$ cat config.mk
export PLATFORM = sky130hd
export DESIGN_NAME = frame_replay_filter_with_blacklist
export DESIGN_NICKNAME = d
export VERILOG_FILES = /design/src/design/frf_pkg.sv /design/src/design/frf_ctrl.sv /design/src/design/frf_dp.sv /design/src/design/frame_replay_filter_with_blacklist.sv
export VERILOG_INCLUDE_DIRS = /design/src /design/src/design
export SDC_FILE = /design/constraint.sdc
export NUM_CORES = 2
export LEC_CHECK = 0
export BUFFER_PORTS_ARGS = -buffer_cell sky130_fd_sc_hd__buf_4
export CORE_MARGIN = 4
export CORE_UTILIZATION = 57
export DETAILED_ROUTE_END_ITERATION = 10
export PLACE_DENSITY = 0.84
export SYNTH_ARGS = -nofsm -noshare
export SYNTH_HDL_FRONTEND = slang
export SYNTH_SLANG_ARGS = --single-unit
$ cat constraint.sdc
create_clock -name clk -period 7 [get_ports clk]
set_clock_uncertainty 0.15 [all_clocks]
set_input_delay 0 -clock clk [delete_from_list [all_inputs] [get_ports clk]]
set_output_delay 0 -clock clk [all_outputs]
set_load 0.03 [all_outputs]
$ cat src/design/assert_macros.svh
// Assertion macros used by the top-level design file.
`ifndef ASSERT_MACROS_SVH
`define ASSERT_MACROS_SVH

// Checks that the expression holds at every clock edge outside reset.
`define CHK_ALWAYS(label, clk_sig, rst_sig, expr, msg) \
  label: assert property (@(posedge clk_sig) disable iff (rst_sig) (expr)) \
    else $error(msg);

// Checks that the consequent holds in the cycle after the antecedent.
`define CHK_NEXT(label, clk_sig, rst_sig, ante, cons, msg) \
  label: assert property (@(posedge clk_sig) disable iff (rst_sig) (ante) |=> (cons)) \
    else $error(msg);

// Checks that the consequent holds in the same cycle as the antecedent.
`define CHK_SAME(label, clk_sig, rst_sig, ante, cons, msg) \
  label: assert property (@(posedge clk_sig) disable iff (rst_sig) (ante) |-> (cons)) \
    else $error(msg);

`endif

$ cat src/design/frf_pkg.sv
// Shared types and constants of the frame replay filter.
package frf_pkg;

  localparam logic [1:0] CMD_FRAME = 2'd0;
  localparam logic [1:0] CMD_POLL  = 2'd1;
  localparam logic [1:0] CMD_LOAD  = 2'd2;

  localparam logic [1:0] MK_DATA = 2'd0;
  localparam logic [1:0] MK_BEAT = 2'd1;

  localparam logic [1:0] KIND_VERDICT = 2'd0;
  localparam logic [1:0] KIND_ONLINE  = 2'd1;
  localparam logic [1:0] KIND_LOAD    = 2'd2;
  localparam logic [1:0] KIND_POLL    = 2'd3;

  localparam logic [2:0] VERD_NONE    = 3'd0;
  localparam logic [2:0] VERD_NOTOURS = 3'd4;
  localparam logic [2:0] VERD_BLOCKED = 3'd5;
  localparam logic [2:0] VERD_REPLAY  = 3'd6;

  localparam logic [2:0] REG_ROLE    = 3'd0;
  localparam logic [2:0] REG_LOCAL   = 3'd1;
  localparam logic [2:0] REG_BCAST   = 3'd2;
  localparam logic [2:0] REG_TIMEOUT = 3'd3;
  localparam logic [2:0] REG_HOLD    = 3'd4;

  localparam logic [31:0] DEFAULT_BEAT_TIMEOUT = 32'd3000;

  typedef enum logic [2:0] {
    ST_IDLE, ST_DISPATCH, ST_SCAN, ST_DECIDE, ST_VERDICT, ST_POLL, ST_PDONE, ST_LOAD
  } state_t;

  typedef struct packed {
    logic latch;
    logic scan_step;
    logic frame_do;
    logic verdict_do;
    logic poll_step;
    logic poll_done;
    logic load_do;
  } cmd_t;

  typedef struct packed {
    logic [1:0] code;
    logic       scan_last;
    logic       dev_last;
    logic       frame_two;
    logic       poll_hit;
    logic       out_free;
  } stat_t;

endpackage

$ cat src/design/frf_ctrl.sv
// Controller state machine of the frame replay filter.
module frf_ctrl import frf_pkg::*; (
  input  logic  clk,
  input  logic  rst,
  input  logic  in_valid,
  output logic  in_ready,
  input  stat_t stat,
  output cmd_t  cmd
);

  state_t state, state_next;

  always_ff @(posedge clk) begin
    if (rst) state <= ST_IDLE;
    else state <= state_next;
  end

  always_comb begin
    state_next = state;
    unique case (state)
      ST_IDLE: if (in_valid) state_next = ST_DISPATCH;
      ST_DISPATCH: begin
        priority if (stat.code == CMD_FRAME) state_next = ST_SCAN;
        else if (stat.code == CMD_POLL) state_next = ST_POLL;
        else if (stat.code == CMD_LOAD) state_next = ST_LOAD;
        else state_next = ST_IDLE;
      end
      ST_SCAN: if (stat.scan_last) state_next = ST_DECIDE;
      ST_DECIDE: if (stat.out_free) state_next = stat.frame_two ? ST_VERDICT : ST_IDLE;
      ST_VERDICT: if (stat.out_free) state_next = ST_IDLE;
      ST_POLL: if (stat.dev_last && (!stat.poll_hit || stat.out_free)) state_next = ST_PDONE;
      ST_PDONE: if (stat.out_free) state_next = ST_IDLE;
      ST_LOAD: if (stat.out_free) state_next = ST_IDLE;
      default: state_next = ST_IDLE;
    endcase
  end

  always_comb begin
    cmd = '0;
    in_ready = 1'b0;
    unique case (state)
      ST_IDLE: begin
        in_ready = 1'b1;
        cmd.latch = in_valid;
      end
      ST_SCAN: cmd.scan_step = 1'b1;
      ST_DECIDE: cmd.frame_do = stat.out_free;
      ST_VERDICT: cmd.verdict_do = stat.out_free;
      ST_POLL: cmd.poll_step = !stat.poll_hit || stat.out_free;
      ST_PDONE: cmd.poll_done = stat.out_free;
      ST_LOAD: cmd.load_do = stat.out_free;
      default: cmd = '0;
    endcase
  end

endmodule

$ cat src/design/frf_dp.sv
// Datapath of the frame replay filter: tables, scan, output register.
module frf_dp import frf_pkg::*; #(
  parameter int MAX_DEVICES = 8,
  parameter int MAX_BLOCKED = 8
) (
  input  logic        clk,
  input  logic        rst,
  input  logic        cfg_we,
  input  logic [2:0]  cfg_index,
  input  logic [31:0] cfg_data,
  input  logic [1:0]  command,
  input  logic [31:0] now,
  input  logic [7:0]  frame_src,
  input  logic [7:0]  frame_dst,
  input  logic [15:0] seq_num,
  input  logic [1:0]  msg_kind,
  input  logic [2:0]  slot,
  input  logic        paired,
  output logic        out_valid,
  input  logic        out_ready,
  output logic [1:0]  kind,
  output logic [2:0]  verdict,
  output logic [7:0]  addr,
  output logic        online,
  output logic        last,
  input  cmd_t        cmd,
  output stat_t       stat
);

  localparam int SCAN_N = (MAX_DEVICES > MAX_BLOCKED) ? MAX_DEVICES : MAX_BLOCKED;
  localparam int SW = (SCAN_N > 1) ? $clog2(SCAN_N) : 1;
  localparam int DW = (MAX_DEVICES > 1) ? $clog2(MAX_DEVICES) : 1;
  localparam int BW = (MAX_BLOCKED > 1) ? $clog2(MAX_BLOCKED) : 1;

  logic        role_master;
  logic [7:0]  local_address, broadcast_address;
  logic [31:0] beat_timeout, blacklist_hold;

  logic [1:0]  c_cmd;
  logic [31:0] c_now;
  logic [7:0]  c_src, c_dest;
  logic [15:0] c_seq;
  logic [1:0]  c_mk;
  logic [2:0]  c_slot;
  logic        c_paired;

  logic        dev_valid [MAX_DEVICES];
  logic [7:0]  dev_address [MAX_DEVICES];
  logic        dev_paired [MAX_DEVICES];
  logic [15:0] dev_expected_seq [MAX_DEVICES];
  logic        dev_online [MAX_DEVICES];
  logic [31:0] dev_last_beat [MAX_DEVICES];
  logic        block_valid [MAX_BLOCKED];
  logic [7:0]  block_address [MAX_BLOCKED];
  logic [31:0] block_expire [MAX_BLOCKED];

  logic [SW-1:0] idx;
  logic          blk_hit, free_found, dev_found;
  logic [BW-1:0] free_idx;
  logic [DW-1:0] dev_idx;

  logic [DW-1:0] pidx;
  logic [BW-1:0] bidx;
  logic          dest_ok, replay, beat, frame_two, poll_hit, out_free;
  logic [15:0]   diff;
  logic [31:0]   tmo;

  logic       e_valid, e_online, e_last;
  logic [1:0] e_kind;
  logic [2:0] e_verdict;
  logic [7:0] e_addr;

  assign pidx = idx[DW-1:0];
  assign bidx = idx[BW-1:0];
  assign dest_ok = (c_dest == local_address) || (c_dest == broadcast_address);
  assign diff = c_seq - dev_expected_seq[dev_idx];
  assign replay = dev_found && dev_paired[dev_idx] && diff[15] && (c_mk == MK_DATA);
  assign beat = (c_mk == MK_BEAT) && role_master && dev_found;
  assign frame_two = dest_ok && !blk_hit && !replay && beat && !dev_online[dev_idx];
  assign tmo = (beat_timeout == 32'd0) ? DEFAULT_BEAT_TIMEOUT : beat_timeout;
  assign poll_hit = role_master && dev_valid[pidx] && dev_paired[pidx] && dev_online[pidx]
                    && ((c_now - dev_last_beat[pidx]) > tmo);
  assign out_free = !out_valid || out_ready;

  assign stat.code      = c_cmd;
  assign stat.scan_last = (idx == SW'(SCAN_N - 1));
  assign stat.dev_last  = (idx == SW'(MAX_DEVICES - 1));
  assign stat.frame_two = frame_two;
  assign stat.poll_hit  = poll_hit;
  assign stat.out_free  = out_free;

  // Result selection for whichever step the controller issues this cycle.
  always_comb begin
    e_valid = 1'b0;
    e_kind = KIND_VERDICT;
    e_verdict = VERD_NONE;
    e_addr = c_src;
    e_online = 1'b0;
    e_last = 1'b1;
    if (cmd.frame_do) begin
      e_valid = 1'b1;
      priority if (!dest_ok) e_verdict = VERD_NOTOURS;
      else if (blk_hit) e_verdict = VERD_BLOCKED;
      else if (replay) e_verdict = VERD_REPLAY;
      else if (frame_two) begin
        e_kind = KIND_ONLINE;
        e_online = 1'b1;
        e_last = 1'b0;
      end else e_verdict = {1'b0, c_mk};
    end else if (cmd.verdict_do) begin
      e_valid = 1'b1;
      e_verdict = {1'b0, c_mk};
    end else if (cmd.poll_step && poll_hit) begin
      e_valid = 1'b1;
      e_kind = KIND_ONLINE;
      e_addr = dev_address[pidx];
      e_last = 1'b0;
    end else if (cmd.poll_done) begin
      e_valid = 1'b1;
      e_kind = KIND_POLL;
      e_addr = 8'd0;
    end else if (cmd.load_do) begin
      e_valid = 1'b1;
      e_kind = KIND_LOAD;
    end
  end

  always_ff @(posedge clk) begin
    if (rst) begin
      role_master <= 1'b0;
      local_address <= 8'd0;
      broadcast_address <= 8'd255;
      beat_timeout <= 32'd3000;
      blacklist_hold <= 32'd60000;
      out_valid <= 1'b0;
      for (int i = 0; i < MAX_DEVICES; i++) begin
        dev_valid[i] <= 1'b0;
        dev_paired[i] <= 1'b0;
        dev_online[i] <= 1'b0;
      end
      for (int i = 0; i < MAX_BLOCKED; i++) block_valid[i] <= 1'b0;
    end else begin
      if (cfg_we) begin
        unique case (cfg_index)
          REG_ROLE:    role_master <= cfg_data[0];
          REG_LOCAL:   local_address <= cfg_data[7:0];
          REG_BCAST:   broadcast_address <= cfg_data[7:0];
          REG_TIMEOUT: beat_timeout <= cfg_data;
          REG_HOLD:    blacklist_hold <= cfg_data;
          default: ;
        endcase
      end

      if (cmd.latch) begin
        c_cmd <= command;
        c_now <= now;
        c_src <= frame_src;
        c_dest <= frame_dst;
        c_seq <= seq_num;
        c_mk <= msg_kind;
        c_slot <= slot;
        c_paired <= paired;
        idx <= '0;
        blk_hit <= 1'b0;
        free_found <= 1'b0;
        dev_found <= 1'b0;
      end

      if (cmd.scan_step) begin
        if (int'(idx) < MAX_BLOCKED) begin
          if (block_valid[bidx] && block_address[bidx] == c_src) blk_hit <= 1'b1;
          if (!block_valid[bidx] && !free_found) begin
            free_found <= 1'b1;
            free_idx <= bidx;
          end
        end
        if (int'(idx) < MAX_DEVICES && !dev_found && dev_valid[pidx]
            && dev_address[pidx] == c_src) begin
          dev_found <= 1'b1;
          dev_idx <= pidx;
        end
        idx <= idx + 1'b1;
      end

      if (cmd.frame_do && dest_ok && !blk_hit) begin
        if (replay) begin
          if (free_found) begin
            block_valid[free_idx] <= 1'b1;
            block_address[free_idx] <= c_src;
            block_expire[free_idx] <= c_now + blacklist_hold;
          end
        end else begin
          if (dev_found && dev_paired[dev_idx]) dev_expected_seq[dev_idx] <= c_seq + 16'd1;
          if (beat) begin
            dev_last_beat[dev_idx] <= c_now;
            dev_online[dev_idx] <= 1'b1;
          end
        end
      end

      if (cmd.poll_step) begin
        if (poll_hit) dev_online[pidx] <= 1'b0;
        idx <= idx + 1'b1;
      end

      if (cmd.poll_done) begin
        for (int i = 0; i < MAX_BLOCKED; i++)
          if (block_valid[i] && c_now >= block_expire[i]) block_valid[i] <= 1'b0;
      end

      if (cmd.load_do) begin
        for (int i = 0; i < MAX_DEVICES; i++) begin
          if (7'(c_slot) == 7'(i)) begin
            dev_valid[i] <= 1'b1;
            dev_address[i] <= c_src;
            dev_paired[i] <= c_paired;
            dev_expected_seq[i] <= c_seq;
            dev_online[i] <= 1'b0;
            dev_last_beat[i] <= c_now;
          end
        end
      end

      if (e_valid) begin
        out_valid <= 1'b1;
        kind <= e_kind;
        verdict <= e_verdict;
        addr <= e_addr;
        online <= e_online;
        last <= e_last;
      end else if (out_ready) begin
        out_valid <= 1'b0;
      end
    end
  end

endmodule

$ cat src/design/frame_replay_filter_with_blacklist.sv
// Top level of the frame replay filter with source blacklist.
//
// Input transactions (in_valid/in_ready) carry a command: a frame header, a
// poll tick, or a device table load. One transaction is processed at a time;
// in_ready is high only while the controller is idle.
// Output transactions (out_valid/out_ready) carry result items; the final item
// caused by an input transaction has last set.
// A frame header is captured, dispatched, looked up in a walk that covers
// MAX_DEVICES or MAX_BLOCKED entries (whichever is larger) of both tables
// together, and then decided. A heartbeat that brings its device online
// takes a further verdict step for its second result. A poll tick walks the
// device table one entry per cycle, holding on an entry whose offline result
// waits for the receiver, and then purges the blacklist in its done step.
// A load is captured, dispatched and written in its load step.
// The single output register lets the next transaction be accepted while the
// last result still waits. When the receiver stalls, any step that must emit
// a further result waits in place. Reset clears the valid, paired and online
// bits and the blacklist and returns the configuration registers to their
// defaults; no clearing pass runs.
`include "assert_macros.svh"

module frame_replay_filter_with_blacklist import frf_pkg::*; #(
  parameter int MAX_DEVICES = 8,
  parameter int MAX_BLOCKED = 8
) (
  input  logic        clk,
  input  logic        rst,
  input  logic        cfg_we,
  input  logic [2:0]  cfg_index,
  input  logic [31:0] cfg_data,
  input  logic        in_valid,
  output logic        in_ready,
  input  logic [1:0]  command,
  input  logic [31:0] now,
  input  logic [7:0]  frame_src,
  input  logic [7:0]  frame_dst,
  input  logic [15:0] seq_num,
  input  logic [1:0]  msg_kind,
  input  logic [2:0]  slot,
  input  logic        paired,
  output logic        out_valid,
  input  logic        out_ready,
  output logic [1:0]  kind,
  output logic [2:0]  verdict,
  output logic [7:0]  addr,
  output logic        online,
  output logic        last
);

  cmd_t  cmd;
  stat_t stat;

  // The controller sequences capture, table walk, decision and result steps.
  frf_ctrl u_ctrl (
    .clk      (clk),
    .rst      (rst),
    .in_valid (in_valid),
    .in_ready (in_ready),
    .stat     (stat),
    .cmd      (cmd)
  );

  // The datapath holds the device table, the blacklist and the result register.
  frf_dp #(
    .MAX_DEVICES (MAX_DEVICES),
    .MAX_BLOCKED (MAX_BLOCKED)
  ) u_dp (
    .clk       (clk),
    .rst       (rst),
    .cfg_we    (cfg_we),
    .cfg_index (cfg_index),
    .cfg_data  (cfg_data),
    .command   (command),
    .now       (now),
    .frame_src (frame_src),
    .frame_dst (frame_dst),
    .seq_num   (seq_num),
    .msg_kind  (msg_kind),
    .slot      (slot),
    .paired    (paired),
    .out_valid (out_valid),
    .out_ready (out_ready),
    .kind      (kind),
    .verdict   (verdict),
    .addr      (addr),
    .online    (online),
    .last      (last),
    .cmd       (cmd),
    .stat      (stat)
  );

  // Only one transaction is in flight at a time.
  `CHK_NEXT(a_one_in_flight, clk, rst, in_valid && in_ready, !in_ready,
            "input accepted twice in a row")

  // At most one result-producing step is issued per cycle.
  `CHK_ALWAYS(a_one_emit, clk, rst,
              $onehot0({cmd.frame_do, cmd.verdict_do, cmd.poll_done, cmd.load_do,
                        cmd.poll_step && stat.poll_hit}),
              "two result steps in one cycle")

  // A result step is only issued when the output register can take it.
  `CHK_SAME(a_emit_room, clk, rst,
            cmd.frame_do || cmd.verdict_do || cmd.poll_done || cmd.load_do
            || (cmd.poll_step && stat.poll_hit),
            stat.out_free, "result issued into an occupied output register")

endmodule

Yosys cells after proc, flatten, opt, wreduce, memory -nomap -nowiden
Memories as Yosys holds them, arrays and structs flattened. A register that Yosys moved wholly into a read port is not among the register bits.
Index checks and enable logic that the tools add are counted.
{"block": "op_classes", "addsub": 5, "mul": 0, "div": 0, "order_cmp": 9, "eq_ne": 31, "shifts": 0, "mux": 270, "n_bitwise": 35, "reduce_logical": 87}
{"cell": "$mux 32", "count": 9}
{"cell": "$ge 32x32->1", "count": 8}
{"cell": "$reduce_or 32->1", "count": 8}
{"cell": "$mux 1", "count": 179}
{"cell": "$mux 3", "count": 52}
{"cell": "$mux 16", "count": 8}
{"cell": "$reduce_or 16->1", "count": 8}
{"cell": "$mux 8", "count": 11}
{"cell": "$reduce_or 8->1", "count": 7}
{"cell": "$add 32x32->32", "count": 1}
{"cell": "$eq 8x8->1", "count": 4}
{"cell": "$gt 32x32->1", "count": 1}
{"cell": "$logic_not 32->1", "count": 1}
{"cell": "$or 1x1->1", "count": 32}
{"cell": "$sub 32x32->32", "count": 1}
{"cell": "$eq 3x3->1 const B", "count": 10}
{"cell": "$logic_and 1x1->1", "count": 29}
{"cell": "$mux 2", "count": 10}
{"cell": "$eq 3x2->1 const B", "count": 6}
{"cell": "$pmux 3 s6", "count": 1}
{"cell": "$add 16x1->16 const B", "count": 1}
{"cell": "$reduce_and 2->1", "count": 8}
{"cell": "$sub 16x16->16", "count": 1}
{"cell": "$eq 3x1->1 const B", "count": 3}
{"cell": "other kinds (17)", "count": 38}
{"block": "totals", "register_bits": 184, "latch_bits": 0, "mem_bits_rw": 800, "mem_bits_ro": 0, "in_bits": 112, "out_inout_bits": 17, "memories": 9}
{"memory": "u_dp.block_expire", "depth": 8, "width": 32, "read_ports": 8, "rd_ports_with_merged_regs": 0, "wr": 1, "line": "frf_dp.sv:55", "rtl": "logic [31:0] block_expire [MAX_BLOCKED];"}
{"memory": "u_dp.dev_last_beat", "depth": 8, "width": 32, "read_ports": 1, "rd_ports_with_merged_regs": 1, "wr": 1, "line": "frf_dp.sv:52", "rtl": "logic [31:0] dev_last_beat [MAX_DEVICES];"}
{"memory": "u_dp.dev_expected_seq", "depth": 8, "width": 16, "read_ports": 1, "rd_ports_with_merged_regs": 1, "wr": 1, "line": "frf_dp.sv:50", "rtl": "logic [15:0] dev_expected_seq [MAX_DEVICES];"}
{"memory": "u_dp.block_address", "depth": 8, "width": 8, "read_ports": 1, "rd_ports_with_merged_regs": 1, "wr": 1, "line": "frf_dp.sv:54", "rtl": "logic [7:0] block_address [MAX_BLOCKED];"}
{"memory": "u_dp.dev_address", "depth": 8, "width": 8, "read_ports": 1, "rd_ports_with_merged_regs": 1, "wr": 1, "line": "frf_dp.sv:48", "rtl": "logic [7:0] dev_address [MAX_DEVICES];"}
{"memory": "u_dp.block_valid", "depth": 8, "width": 1, "read_ports": 9, "rd_ports_with_merged_regs": 1, "wr": 8, "line": "frf_dp.sv:53", "rtl": "logic block_valid [MAX_BLOCKED];"}
{"memory": "3 more memories"}

Depth between registers and ports, before layout
{"block": "depth", "word_depth": 16, "depth_mapped": 31}

Hierarchy
A second synthesis with hierarchy kept.
{"block": "hier_totals", "hier_cells": 3634, "hier_area_um2": 48253.8}
{"module": "frf_dp", "instances": 1, "cells_per_inst": 3589, "area_each_um2": 47927.2, "seq_area_each_um2": 28547.4}
{"module": "frf_ctrl", "instances": 1, "cells_per_inst": 45, "area_each_um2": 326.6, "seq_area_each_um2": 60.1}

Worst setup path before layout
Ideal clock, no wire load.
{"block": "synth_path", "path_type": "register to register", "startpoint": "register with a tool-made name", "endpoint": "register u_dp.addr[0] (enable)", "setup_time_ps": 406, "t_arrival_ps": 6928, "path_slack_ps": -484, "path_stages_with_launch": 28, "n_path_buf": 6, "path_cell_list": "dfxtp_1 clkbuf_1 buf_2 buf_2 buf_2 clkbuf_1 buf_1 mux4_2 mux2i_1 ha_1 a21oi_1 o21ai_0 a2111o_1 o32ai_1 a21oi_1 o41ai_1 o2111ai_1 a21oi_1 xnor2_1 ha_1 nand4_1 nor3_1 o21ai_0 o211a_1 o2bb2ai_2 o21ai_0 and2_1 nor3_1"}
{"element": "to (signal assigned)", "line": "frf_dp.sv:228", "rtl": "addr <= e_addr;"}
{"element": "to (decl)", "line": "frf_dp.sv:23", "rtl": "output logic [7:0] addr,"}

==> flow_summary.yaml <==
run_status:
  status: "complete, no violations"
cts:
  cts-root-buf: "clkbuf_16"
  cts_tree: "built"
  clk_latency_ns: 0.69
  numCtsBuffers: 100
  clk_pin_slew_ns: 0.06
  clock-sinks: 990
  htree_levels: 3
  cts_buffer_depth: 3
timing:
  slew_violations: 0
  fmax_mhz: 153
  finalSetupTns_ns: 0
  min_period_ns: 6.53
  setup_viol: 0
  min_period_over_period_pct: 93.3
  hold_viol_final: 0
  slew_headroom_pct: 18.5
  worst_pin_slew_ns: 1.19
  grt_setup_unrepaired: "false"
  hold-worst-slack_ns: 0.0203
cells_and_area:
  final_common_cell: "edfxtp_1"
  most-common-layout-cells: "886 x edfxtp_1, 370 x ha_1, 345 x nand2_1"
  drive_gt1_share_pct: 13.5
  nets: 4493
  area_delta_synth_final_pct: 17.9
worst_setup_path:
  r2r-end: "u_dp.addr[7]"
  endpoint_kind: "flop"
  critPathMaxFanout: 15
  rrSetupSlack_ns: 0.47
  critical_path_class: "reg2reg"
  start_kind: "flop"
  required_ns: 7.27
  crit_end: "u_dp.addr[7]"
  worstRegToRegCells: 26
  cp.arrival_ns: 6.81
flow_run:
  drv_cap: 0
synthesis:
  netlist_top_cells_area: "edfxtp_1 55%, ha_1 9.6%, mux4_2 6.5%"
  yosysTopAreaCell: "edfxtp_1"
  synth-main-ff-cell: "edfxtp_1"
  yosysWarnings: 0
  synth_edf_count: 886
  post_synth.cell_area_avg_um2: 13.4
  syn_nets: 4067
  syn_area_um2: 48200
  seq_area_frac_synth_pct: 59.6
  yosys.cell_types.count: 72
  synthArstFlopShare_pct: 0
  ys_seq_elements: 990
  syn_inst: 3583
  synth_top_cell_area_share_pct: 55.2
power:
  pwr-share-comb_pct: 22.0
  pwr-share-clk_pct: 35.3
  leakagePower_nw: 22.2
  p_int_w: 0.0116
  netSwitchingPower_w: 0.00448
  peakVddDrop_mv: 0.239
  seq_power_share_pct: 42.7
  switching_share_pct: 27.8
  powerDensity_nw_per_um2: 283
routing:
  wl_per_cell_um: 23.9
  antenna_left: 0
  vias: 32000
  wl_um: 125000
  vias_per_cell: 6.12
  remaining_drc_errors: 0
  dr.pass1.iters: 6
  drtIter0Drc: 3339
global_route:
  grt_use_total_pct: 27.7
  grt_first_pass_wirelength_um: 189000
  grt_start_max_net_pins: 78
  grt_pass1_vias: 32100
  grt_antenna_before_repair: 0
  grt-ovfl-total: 0
die:
  rows: 106
  pin_count: 129
  core_area_um2: 83700
  die_h_um: 299
  start_util_pct: 57.5
  die_w_um: 299
  dieArea_um2: 89200
placed_design:
  port_buffers: 128
  globalplace.congestion: 0.903
  hpwl_um: 77900
worst_hold_path:
  min-delay-start: "cfg_data[19]"
  hp-class: "in2reg"
-- cell families after synthesis --
group,after synthesis,share of synthesized area [%]
xor+xnor,210,3.82
simple gates,781,7.40
compound gates,560,7.63
flops,990,59.6
buf+inv,442,3.54
mux,228,8.34
fa+ha+maj,372,9.70
-- registers in the layout, summed over array words and instances, names as in the netlist, 8 cells and up, named ones only --
register                flops
u_dp.addr                   8
u_dp.beat_timeout          32
u_dp.blacklist_hold        32
u_dp.block_address         64
u_dp.block_expire         256
u_dp.block_valid            8
u_dp.broadcast_address      8
u_dp.c_dest                 8
u_dp.c_now                 32
u_dp.c_seq                 16
u_dp.c_src                  8
u_dp.dev_address           64
u_dp.dev_expected_seq     128
u_dp.dev_last_beat        256
u_dp.dev_online             8
u_dp.dev_paired             8
u_dp.dev_valid              8
u_dp.local_address          8
-- synthesized netlist by cell type (70+ instances only) --
master,n
xnor2_1,145
o21ai_0,89
a21o_1,147
dfxtp_1,104
clkbuf_1,70
mux4_2,138
mux2i_1,86
nand4_1,73
inv_1,316
nand2_1,345
edfxtp_1,886
ha_1,370
a21oi_1,159
nor2_1,155
-- power by group through the flow --
stage	Sequential [W]	Combinational (W)	Clock, W
floorplan	0.00692	0.00244	0
global placement	0.00698	0.00321	0
detailed placement	0.00698	0.00332	0
CTS	0.00686	0.00348	0.00571
global route	0.00687	0.00385	0.00599
finish	0.00686	0.00353	0.00568
-- per-stage QoR --
stage | util (%) | std cells | worst slack (ns) | total power [W] | area, um^2
finish | 67.9 | 5231 | 0.468 | 0.0161 | 56800
global route | 67.8 | 5230 | 0.0872 | 0.0167 | 56800
CTS | 67.8 | 5229 | 0.415 | 0.0160 | 56800
detailed placement | 60.9 | 4812 | 0.470 | 0.0103 | 51000
global placement | 60.9 | 4812 | 0.696 | 0.0102 | 51000
floorplan | - | 3583 | 0.0667 | 0.00936 | 48200
-- metal layers --
layer  track usage (%)  part of all wire [%]  vias up
met5                 0                     0        -
li1                  -                     -    14200
met1              37.0                    39    15800
met4              10.7                   4.1        0
met2              45.9                    48     1664
met3              4.62                   9.2      315
-- what timing repair did --
action / in CTS / in global routing
hold endpoints to repair: 205 / 0
resized for setup: 0 / 1
hold buffers: 228 / 0
setup endpoints to repair: 0 / 4
buffers inserted: 0 / 1
-- cell type report --
type	instances	area (um^2)
Sequential cell	990	28700
Tap cell	1134	1420
Clock buffer	151	2980
Fill cell	5451	26900
Multi-Input combinational cell	2151	17900
Inverter	322	1210
Antenna cell	1	2.50
Clock inverter	38	551
Timing Repair Buffer	444	3980
-- critical path: stages (launching register included) --
cell and delay, ns:
dfxtp_4 0.50, buf_4 0.28, mux4_2 0.53, mux2i_1 0.17, ha_1 0.33, nand2_1 0.11, o21ai_0 0.11, a2111o_1 0.36
o32ai_1 0.33, a21oi_1 0.19, o41ai_1 0.38, buf_4 0.20, o2111ai_1 0.13, a21oi_1 0.19, xnor2_1 0.09, ha_1 0.31
nand4_1 0.13, nor3_1 0.25, nand2_1 0.15, o221ai_1 0.30, nor2_1 0.09, o2bb2ai_2 0.16, buf_4 0.18, o21ai_0 0.13
and2_1 0.21, nor3_4 0.04, buf_4 0.25
-- how the worst min path moves through the flow --
stage,to,slack (ns),cells after the start
4_1_cts,u_dp.beat_timeout[0],0.0003,4
3_5_place_dp,u_dp.c_seq[14],0.03,1
6_report,u_dp.beat_timeout[19],0.02,4
3_3_place_gp,u_dp.c_seq[1],0.03,1
5_1_grt,u_dp.beat_timeout[19],0.01,4
2_1_floorplan,u_dp.c_cmd[0],-0.05,0
Power figures use the tool's default switching activity.
